**config.mk**
```make
export PLATFORM = sky130hd
export DESIGN_NAME = lru_byte_budget_cache_directory_core
export DESIGN_NICKNAME = d
export VERILOG_FILES = /design/src/rtl/lbc_pkg.sv /design/src/rtl/lru_byte_budget_cache_directory_core.sv
export SDC_FILE = /design/constraint.sdc
export NUM_CORES = 2
export LEC_CHECK = 0
export BUFFER_PORTS_ARGS = -buffer_cell sky130_fd_sc_hd__buf_2
export CELL_PAD_IN_SITES_DETAIL_PLACEMENT = 0
export CELL_PAD_IN_SITES_GLOBAL_PLACEMENT = 1
export CORE_MARGIN = 4
export CORE_UTILIZATION = 35
export DETAILED_ROUTE_END_ITERATION = 16
export GPL_TIMING_DRIVEN = 1
export PLACE_DENSITY_LB_ADDON = 0.1
export SLEW_MARGIN = 0
export SYNTH_ARGS = -nofsm -noshare
export SYNTH_HDL_FRONTEND = slang
export SYNTH_SLANG_ARGS = --single-unit
```
**constraint.sdc**
```tcl
create_clock -name clk -period 10.15 [get_ports clk]
set_clock_uncertainty 0.05 [all_clocks]
set_input_delay 1.015 -clock clk [delete_from_list [all_inputs] [get_ports clk]]
set_output_delay 1.015 -clock clk [all_outputs]
set_load 0.01 [all_outputs]
```
**src/rtl/lbc_pkg.sv**
```systemverilog
package lbc_pkg;

    localparam int KEY_W    = 64;
    localparam int SIZE_W   = 21;
    localparam int CAP_W    = 25;
    localparam int ESLOT_W  = 4;
    localparam int EVICT_W  = 5;
    localparam int REQ_W    = 2;
    localparam int STAT_W   = 3;

    localparam logic [REQ_W-1:0] REQ_LOOKUP  = 2'd0;
    localparam logic [REQ_W-1:0] REQ_INSERT  = 2'd1;
    localparam logic [REQ_W-1:0] REQ_RELEASE = 2'd2;

    localparam logic [STAT_W-1:0] ST_HIT      = 3'd0;
    localparam logic [STAT_W-1:0] ST_MISS     = 3'd1;
    localparam logic [STAT_W-1:0] ST_INSERTED = 3'd2;
    localparam logic [STAT_W-1:0] ST_TOO_BIG  = 3'd3;
    localparam logic [STAT_W-1:0] ST_DUP      = 3'd4;
    localparam logic [STAT_W-1:0] ST_NO_SLOT  = 3'd5;
    localparam logic [STAT_W-1:0] ST_RELEASED = 3'd6;

    localparam logic REG_CAPACITY = 1'b0;
    localparam logic REG_MAX_OBJ  = 1'b1;

    localparam logic [CAP_W-1:0]  CAP_RESET    = 25'd1048576;
    localparam logic [SIZE_W-1:0] MAX_OBJ_RESET = 21'd102400;

endpackage

```
**src/rtl/lru_byte_budget_cache_directory_core.sv**
```systemverilog
// Release, too-big and the unused request code go straight to the result. A lookup
// miss and a duplicate insert take a tag scan, then the result; a lookup hit runs tag scan,
// rank scan, rank fix, result. Insert: tag scan, budget check, then per eviction a victim
// scan, rank scan and budget check, a victim scan that finds nothing if one is run, the
// free-slot scan if a slot is needed, then the result. One item at a time, next once the result goes.
// Async active-low reset: all slots invalid, byte count zero, registers default.
module lru_byte_budget_cache_directory_core
    import lbc_pkg::*;
#(
    parameter int SLOTS    = 16,
    parameter int PIN_BITS = 8
)
(
    input  logic        clk,
    input  logic        rst_n,
    input  logic        s_tvalid,
    output logic        s_tready,
    input  logic [95:0] s_tdata,   // key_tag[63:0], obj_size[84:64], entry_slot[88:85]
    input  logic [1:0]  s_tuser,   // req_type
    output logic        m_tvalid,
    input  logic        m_tready,
    output logic [39:0] m_tdata,   // slot[3:0], evicted_count[8:4], used_bytes[33:9],
                                   // over_budget[34]
    output logic [2:0]  m_tuser,   // status
    input  logic        cfg_we,
    input  logic        cfg_addr,
    input  logic [24:0] cfg_wdata
);

    localparam int SLOT_W  = (SLOTS > 1) ? $clog2(SLOTS) : 1;
    localparam int CNT_W   = SLOT_W + 1;
    localparam int BYTES_W = SIZE_W + SLOT_W + 1;
    localparam logic [PIN_BITS-1:0] PIN_MAX = {PIN_BITS{1'b1}};

    localparam logic [2:0] S_IDLE  = 3'd0;
    localparam logic [2:0] S_TAG   = 3'd1;
    localparam logic [2:0] S_CHECK = 3'd2;
    localparam logic [2:0] S_VICT  = 3'd3;
    localparam logic [2:0] S_CLOSE = 3'd4;
    localparam logic [2:0] S_FREE  = 3'd5;
    localparam logic [2:0] S_FIX   = 3'd6;
    localparam logic [2:0] S_RESP  = 3'd7;

    logic [2:0]          state_reg;
    logic [CAP_W-1:0]    cap_reg;
    logic [SIZE_W-1:0]   maxobj_reg;
    logic [SLOTS-1:0]    valid_reg;
    logic [KEY_W-1:0]    tag_mem  [SLOTS];
    logic [SIZE_W-1:0]   size_mem [SLOTS];
    logic [PIN_BITS-1:0] pin_mem  [SLOTS];
    logic [SLOT_W-1:0]   rank_mem [SLOTS];
    logic [CNT_W-1:0]    cnt_reg;
    logic [BYTES_W-1:0]  bytes_reg;
    logic [SLOT_W-1:0]   idx_reg;
    logic                lookup_reg;
    logic [KEY_W-1:0]    key_reg;
    logic [SIZE_W-1:0]   osize_reg;
    logic                found_reg;
    logic [SLOT_W-1:0]   tgt_reg;
    logic [SLOT_W-1:0]   close_r_reg;
    logic                bv_reg;
    logic [SLOT_W-1:0]   best_reg;
    logic [SLOT_W-1:0]   best_rank_reg;
    logic [SIZE_W-1:0]   best_size_reg;
    logic [CNT_W-1:0]    ev_reg;
    logic [STAT_W-1:0]   res_st_reg;
    logic [SLOT_W-1:0]   res_slot_reg;
    logic                m_tvalid_reg;
    logic [39:0]         m_tdata_reg;
    logic [2:0]          m_tuser_reg;

    logic [KEY_W-1:0]    in_key;
    logic [SIZE_W-1:0]   in_size;
    logic [ESLOT_W-1:0]  in_es;
    logic [SLOT_W-1:0]   es_idx;
    logic                es_ok;
    logic [SLOT_W-1:0]   addr;
    logic                idx_last;
    logic                cur_valid;
    logic [PIN_BITS-1:0] cur_pin;
    logic [SLOT_W-1:0]   cur_rank;
    logic                cand;
    logic                need;
    logic                in_xfer;
    logic [BYTES_W:0]    sum_bytes;

    assign in_key  = s_tdata[63:0];
    assign in_size = s_tdata[84:64];
    assign in_es   = s_tdata[88:85];
    assign es_idx  = SLOT_W'(in_es);
    assign es_ok   = 32'(in_es) < SLOTS;

    assign s_tready = (state_reg == S_IDLE) && (!m_tvalid_reg || m_tready);
    assign in_xfer  = s_tvalid && s_tready;
    assign m_tvalid = m_tvalid_reg;
    assign m_tdata  = m_tdata_reg;
    assign m_tuser  = m_tuser_reg;

    // single read port into the slot table
    assign addr      = (state_reg == S_IDLE) ? es_idx : idx_reg;
    assign idx_last  = (32'(idx_reg) == SLOTS - 1);
    assign cur_valid = valid_reg[addr];
    assign cur_pin   = pin_mem[addr];
    assign cur_rank  = rank_mem[addr];
    assign cand      = cur_valid && (cur_pin == '0) && (!bv_reg || cur_rank < best_rank_reg);
    assign sum_bytes = (BYTES_W+1)'(osize_reg) + (BYTES_W+1)'(bytes_reg);
    assign need      = (sum_bytes > (BYTES_W+1)'(cap_reg)) || (32'(cnt_reg) == SLOTS);

    always_ff @(posedge clk or negedge rst_n)
    begin
        if (!rst_n)
        begin
            cap_reg    <= CAP_RESET;
            maxobj_reg <= MAX_OBJ_RESET;
        end
        else if (cfg_we)
        begin
            unique case (cfg_addr)
                REG_CAPACITY: cap_reg    <= cfg_wdata;
                REG_MAX_OBJ:  maxobj_reg <= cfg_wdata[SIZE_W-1:0];
                default:      ;
            endcase
        end
    end

    always_ff @(posedge clk)
    begin
        if (state_reg == S_IDLE && in_xfer && s_tuser == REQ_RELEASE && es_ok
            && cur_valid && cur_pin != '0)
            pin_mem[es_idx] <= cur_pin - 1'b1;
        if (state_reg == S_TAG && lookup_reg && cur_valid && tag_mem[idx_reg] == key_reg
            && cur_pin != PIN_MAX)
            pin_mem[idx_reg] <= cur_pin + 1'b1;
        if (state_reg == S_CLOSE && cur_valid && cur_rank > close_r_reg)
            rank_mem[idx_reg] <= cur_rank - 1'b1;
        if (state_reg == S_FIX)
            rank_mem[tgt_reg] <= SLOT_W'(cnt_reg - 1'b1);
        if (state_reg == S_FREE && !cur_valid)
        begin
            tag_mem[idx_reg]  <= key_reg;
            size_mem[idx_reg] <= osize_reg;
            pin_mem[idx_reg]  <= '0;
            rank_mem[idx_reg] <= SLOT_W'(cnt_reg);
        end
    end

    always_ff @(posedge clk or negedge rst_n)
    begin
        if (!rst_n)
        begin
            state_reg    <= S_IDLE;
            valid_reg    <= '0;
            cnt_reg      <= '0;
            bytes_reg    <= '0;
            m_tvalid_reg <= 1'b0;
            idx_reg      <= '0;
            found_reg    <= 1'b0;
            bv_reg       <= 1'b0;
            ev_reg       <= '0;
        end
        else
        begin
            if (state_reg == S_RESP)
                m_tvalid_reg <= 1'b1;
            else if (m_tvalid_reg && m_tready)
                m_tvalid_reg <= 1'b0;
            unique case (state_reg)
                S_IDLE:
                begin
                    if (in_xfer)
                    begin
                        key_reg      <= in_key;
                        osize_reg    <= in_size;
                        lookup_reg   <= (s_tuser == REQ_LOOKUP);
                        idx_reg      <= '0;
                        found_reg    <= 1'b0;
                        ev_reg       <= '0;
                        res_slot_reg <= '0;
                        priority if (s_tuser == REQ_LOOKUP)
                            state_reg <= S_TAG;
                        else if (s_tuser == REQ_INSERT)
                        begin
                            if (in_size > maxobj_reg)
                            begin
                                res_st_reg <= ST_TOO_BIG;
                                state_reg  <= S_RESP;
                            end
                            else
                                state_reg <= S_TAG;
                        end
                        else if (s_tuser == REQ_RELEASE)
                        begin
                            res_st_reg <= ST_RELEASED;
                            state_reg  <= S_RESP;
                        end
                        else
                        begin
                            res_st_reg <= ST_MISS;
                            state_reg  <= S_RESP;
                        end
                    end
                end
                S_TAG:
                begin
                    if (cur_valid && tag_mem[idx_reg] == key_reg)
                    begin
                        found_reg   <= 1'b1;
                        tgt_reg     <= idx_reg;
                        close_r_reg <= cur_rank;
                    end
                    idx_reg <= idx_last ? '0 : idx_reg + 1'b1;
                    if (idx_last)
                    begin
                        if (found_reg || (cur_valid && tag_mem[idx_reg] == key_reg))
                        begin
                            if (lookup_reg)
                                state_reg <= S_CLOSE;
                            else
                            begin
                                res_st_reg <= ST_DUP;
                                state_reg  <= S_RESP;
                            end
                        end
                        else if (lookup_reg)
                        begin
                            res_st_reg <= ST_MISS;
                            state_reg  <= S_RESP;
                        end
                        else
                            state_reg <= S_CHECK;
                    end
                end
                S_CHECK:
                begin
                    idx_reg <= '0;
                    bv_reg  <= 1'b0;
                    state_reg <= need ? S_VICT : S_FREE;
                end
                S_VICT:
                begin
                    if (cand)
                    begin
                        bv_reg        <= 1'b1;
                        best_reg      <= idx_reg;
                        best_rank_reg <= cur_rank;
                        best_size_reg <= size_mem[idx_reg];
                    end
                    idx_reg <= idx_last ? '0 : idx_reg + 1'b1;
                    if (idx_last)
                    begin
                        if (cand || bv_reg)
                        begin
                            // evict the least recent unpinned entry
                            valid_reg[cand ? idx_reg : best_reg] <= 1'b0;
                            bytes_reg <= bytes_reg
                                - BYTES_W'(cand ? size_mem[idx_reg] : best_size_reg);
                            close_r_reg <= cand ? cur_rank : best_rank_reg;
                            cnt_reg   <= cnt_reg - 1'b1;
                            ev_reg    <= ev_reg + 1'b1;
                            state_reg <= S_CLOSE;
                        end
                        else if (32'(cnt_reg) == SLOTS)
                        begin
                            res_st_reg <= ST_NO_SLOT;
                            state_reg  <= S_RESP;
                        end
                        else
                            state_reg <= S_FREE;
                    end
                end
                S_CLOSE:
                begin
                    idx_reg <= idx_last ? '0 : idx_reg + 1'b1;
                    if (idx_last)
                        state_reg <= lookup_reg ? S_FIX : S_CHECK;
                end
                S_FIX:
                begin
                    res_st_reg   <= ST_HIT;
                    res_slot_reg <= tgt_reg;
                    state_reg    <= S_RESP;
                end
                S_FREE:
                begin
                    idx_reg <= idx_reg + 1'b1;
                    if (!cur_valid)
                    begin
                        valid_reg[idx_reg] <= 1'b1;
                        cnt_reg      <= cnt_reg + 1'b1;
                        bytes_reg    <= bytes_reg + BYTES_W'(osize_reg);
                        res_st_reg   <= ST_INSERTED;
                        res_slot_reg <= idx_reg;
                        state_reg    <= S_RESP;
                    end
                end
                S_RESP:
                begin
                    state_reg <= S_IDLE;
                end
                default: state_reg <= S_IDLE;
            endcase
        end
    end

    always_ff @(posedge clk)
    begin
        if (state_reg == S_RESP)
        begin
            m_tuser_reg <= res_st_reg;
            m_tdata_reg <= {5'd0,
                            bytes_reg > BYTES_W'(cap_reg),
                            (bytes_reg > BYTES_W'({CAP_W{1'b1}}))
                                ? {CAP_W{1'b1}} : CAP_W'(bytes_reg),
                            (32'(ev_reg) > 31) ? 5'd31 : EVICT_W'(ev_reg),
                            ESLOT_W'(res_slot_reg)};
        end
    end

`ifndef ASSERT_OFF
    a_cnt_matches: assert property (@(posedge clk) disable iff (!rst_n)
        32'(cnt_reg) == $countones(valid_reg))
        else $error("slot count out of step with valid bits");
    a_empty_zero: assert property (@(posedge clk) disable iff (!rst_n)
        (cnt_reg == '0) |-> (bytes_reg == '0))
        else $error("bytes held with no valid slot");
    a_resp_free: assert property (@(posedge clk) disable iff (!rst_n)
        (state_reg == S_RESP) |-> !m_tvalid_reg)
        else $error("result register still occupied");
    a_one_result: assert property (@(posedge clk) disable iff (!rst_n)
        (state_reg == S_RESP) |=> (m_tvalid && state_reg == S_IDLE))
        else $error("result not presented");
`endif

endmodule
```
==> impl_metrics.toml <==
[run_status]
outcome = "finished clean"

[global_route]
track_usage_pct = 17.97
grt_overflow = 0
grt_pass1_vias = 41940
antenna_found_initial = 11
grt_pass1_wl_um = 299800
grt_start_max_net_pins = 87

[yosys]
synth_top_family_by_area = "multiplexers"
yosys_warnings = 0
synth_cells = 4331
synth_compound_area_share_pct = 4.299
synth_ff_type = "edfxtp_1"
synthSimpleGateAreaFrac_pct = 4.675
synthMuxAreaShare_pct = 14.54
synth_xor_area_share_pct = 1.816
avgSynthCellArea_um2 = 17.82
syn_area_um2 = 77160
async_reset_ff_share_pct = 5.908
ys_ff_latch = 1828
synthAdderAreaFrac_pct = 2.387
yosys.cell_types.count = 88
synth_edf_count = 1720
seq_area_frac_synth_pct = 70.44

[power]
peakVddDrop_mv = 0.2249
p_sw_w = 0.007975
p_comb_share_pct = 31.9
switching_share_pct = 32.72
power_density_nw_per_um2 = 276.4
p_int_w = 0.01640
power_frac_seq_pct = 39.3
p_leak_nw = 29.98
clkPwrFrac_pct = 28.8

[run]
drv_cap = 0

[timing]
worst_slack_ns = 1.384
clock.fmax_mhz = 114.1
hold_viol = 0
period_minus_slack_ns = 8.766
drv_slew = 0
setup_viol = 0
tightest_slew_ns = 1.294
rsz0062_at_grt = "false"
slew_headroom_pct = 13.54
fin_crit_sh_pct = 86.36
finalSetupTns_ns = 0

[finish]
largest_reg_flops = 1024
layoutNonFillerInstCount = 7684
nNetsFinal = 4912
register_area_um2 = 54370
largestRegisters = "tag_mem (1024), size_mem (336), pin_mem (128)"
regMostFlops = "tag_mem"
area_growth_pct = 14.26
nFillCells = 19760
drive_gt1_share_pct = 21.97
multiInputGateArea_um2 = 21590

[clocking]
root_buffer = "clkbuf_16"
cts_setup_buffers = 0
cts-hold-fix-buffers = 0
htree_levels = 4
cts_resized = 0
cts_made_buffers = 201
cts_tree = "built"
clk-insertion-delay-late_ns = 0.85
clockBufferDepth = 3
cts.sinks = 1828
clk_pin_slew_worst_paths_ns = 0.07

[worst_setup_path]
critPathMostFrequentCell = "a31oi_1"
crit_fanout = 14
cp-end-kind = "flip-flop"
cp_top_family = "compound AO/OA/AOI/OAI gates"
crit_required_ns = 10.85
startpoint_type = "flip-flop"
worstSetupPathType = "reg2reg"
cpMaxStageDelayCell = "o31ai_2"
path_buf_inv = 0
cpPeakStageDelay_ns = 0.68
cp.arrival_ns = 9.47

[drt]
drt-pass1-iter-count = 6
drc = 0
via_per_inst = 5.253
drt-wirelength-per-cell_um = 26.93
num_vias = 40360
ant_nets = 0
wl_um = 206900
drtIter0Drc = 2904

[die]
start_util_pct = 35.15
die_w_um = 477.5
ioPinCount = 174
die_h_um = 477.5
rows = 172
fp.dieArea_um2 = 228000
core_um2 = 219500

[hold_path]
hold_path_class = "in2async"

[placed_design]
dpl.cell_count = 7305
globalplace.congestion = 0.7622
numPortBuffers = 161
dp_hpwl_um = 120700
pre_cts_ws_ns = 0.7377
-- power by group through the flow --
stage                     registers [W]  logic, W  clock network, W
after floorplan                 0.00958   0.00562                 0
after global placement          0.00973   0.00794                 0
after detailed placement        0.00974   0.00795                 0
after CTS                       0.00959   0.00798           0.00724
after global routing            0.00964   0.00856           0.00755
final                           0.00957   0.00778           0.00701
-- Yosys cell counts (10+ instances only) --
| cell type | number | share of area (%) |
|---|---|---|
| dfrtp_1 | 104 | 3.4 |
| mux2i_1 | 269 | 3.5 |
| xnor2_1 | 92 | 1.0 |
| ha_1 | 144 | 2.3 |
| o32ai_1 | 10 | 0.11 |
| a211oi_1 | 27 | 0.26 |
| nand2_1 | 216 | 1.1 |
| nor3_1 | 66 | 0.43 |
| nor4_1 | 29 | 0.24 |
| o21a_1 | 26 | 0.25 |
| buf_6 | 21 | 0.31 |
| a21o_1 | 29 | 0.28 |
| nand4_1 | 39 | 0.32 |
| or2_2 | 37 | 0.30 |
| nor2b_1 | 25 | 0.20 |
| mux4_2 | 355 | 10 |
| inv_1 | 100 | 0.49 |
| o211ai_1 | 10 | 0.097 |
| and3_1 | 39 | 0.32 |
| nor2_1 | 149 | 0.72 |
| and2_1 | 17 | 0.14 |
| o21ai_0 | 107 | 0.69 |
| a21oi_1 | 119 | 0.77 |
| a211o_1 | 14 | 0.16 |
| xor2_1 | 68 | 0.77 |
| or3_1 | 10 | 0.081 |
| buf_2 | 48 | 0.31 |
| o22ai_1 | 12 | 0.097 |
| buf_4 | 25 | 0.24 |
| a31oi_1 | 25 | 0.20 |
| a22oi_1 | 17 | 0.17 |
| a22o_1 | 11 | 0.12 |
| nand3_1 | 43 | 0.28 |
| mux2_2 | 46 | 0.67 |
| edfxtp_1 | 1720 | 67 |
| clkbuf_1 | 88 | 0.43 |
| a2bb2oi_1 | 18 | 0.20 |
| nand2b_1 | 19 | 0.15 |
-- worst register-to-register path: cells and delay by family, from the launching register on --
kind / cells / cell delay, ns
AO/OA/AOI/OAI: 17 / 4.42
XOR/XNOR: 1 / 0.16
adder cells (fa/ha/maj): 3 / 0.91
flip-flops: 1 / 0.46
multiplexers: 2 / 0.81
AND/OR/NAND/NOR: 8 / 1.84
-- path summary, 6_finish.rpt --
kind / cells after the start / startpoint / to / slack [ns]
max: 31 / state_reg[2] / bytes_reg[24] / 1.38
min: 1 / rst_n / cap_reg[9] / 0.10
max reg2reg: 31 / state_reg[2] / bytes_reg[24] / 1.38
min reg2reg: 0 / res_st_reg[1] / m_tuser[1] / 0.37
max in group asynchronous: 2 / rst_n / idx_reg[0] / 8.80
min in group clk: 1 / s_tdata[56] / key_reg[56] / 0.29
-- stage by stage --
step	instance area, um2	hold WS, ns	power (W)	utilization, %
global placement	81820	0.3578	0.01767	37.27
CTS	88150	0.06248	0.02480	40.16
detailed placement	81820	0.3620	0.01769	37.27
finish	88170	0.1047	0.02437	40.16
floorplan	77180	0.3503	0.01521	-
global route	88160	0.09241	0.02575	40.16
-- routing by layer --
| layer | GRT usage [%] | wire, um | up-vias |
|---|---|---|---|
| met1 | 24.87 | 94130 | 21240 |
| met4 | 4.266 | 4059 | 0 |
| met3 | 2.592 | 7988 | 256 |
| met5 | 0 | 0 | - |
| met2 | 30.02 | 100800 | 805 |
| li1 | - | - | 18060 |
-- logic make-up (layout without fill, tap and decap cells) --
| group | Yosys count | count (layout) |
|---|---|---|
| adders and majority gates | 146 | 146 |
| buffers and inverters | 294 | 766 |
| DFF | 1828 | 1828 |
| AOI/OAI and AO/OA | 503 | 503 |
| other | 1 | 11 |
| muxes | 671 | 671 |
| and+or+nand+nor | 728 | 728 |
| xor gates and xnor gates | 160 | 160 |
-- final cells by class --
class | count | share of cell area, %
flip-flops and latches | 1828 | 61.67
multi-input cells | 2213 | 24.49
clock buffers | 252 | 6.004
well taps | 2871 | 4.074
repair buffers | 291 | 2.123
clock inverters | 121 | 1.176
inverters | 102 | 0.4428
diodes | 6 | 0.01703
-- cells in the final DEF (no fill, tap or decap), types with 11 or more instances in the layout --
| cell type | count |
|---|---|
| a31oi_1 | 25 |
| mux2i_1 | 269 |
| mux4_2 | 355 |
| nand2_1 | 215 |
| a22oi_1 | 17 |
| a211oi_1 | 27 |
| xor2_1 | 68 |
| a2bb2oi_1 | 18 |
| inv_1 | 98 |
| nor4_1 | 29 |
| clkbuf_16 | 203 |
| xnor2_1 | 92 |
| nor2_1 | 130 |
| and2_1 | 17 |
| edfxtp_1 | 1720 |
| o21ai_0 | 107 |
| clkbuf_1 | 46 |
| or2_2 | 37 |
| nand3_1 | 43 |
| ha_1 | 144 |
| buf_4 | 124 |
| clkinv_2 | 40 |
| buf_2 | 160 |
| nand2b_1 | 19 |
| a211o_1 | 14 |
| nor3_1 | 64 |
| nor2b_1 | 23 |
| mux2_2 | 46 |
| and3_1 | 39 |
| nor2_4 | 19 |
| o21a_1 | 26 |
| o22ai_1 | 12 |
| clkinv_1 | 51 |
| a21o_1 | 29 |
| a21oi_1 | 119 |
| dfrtp_1 | 100 |
| a22o_1 | 11 |
| nand4_1 | 39 |
Power figures use the tool's default switching activity.
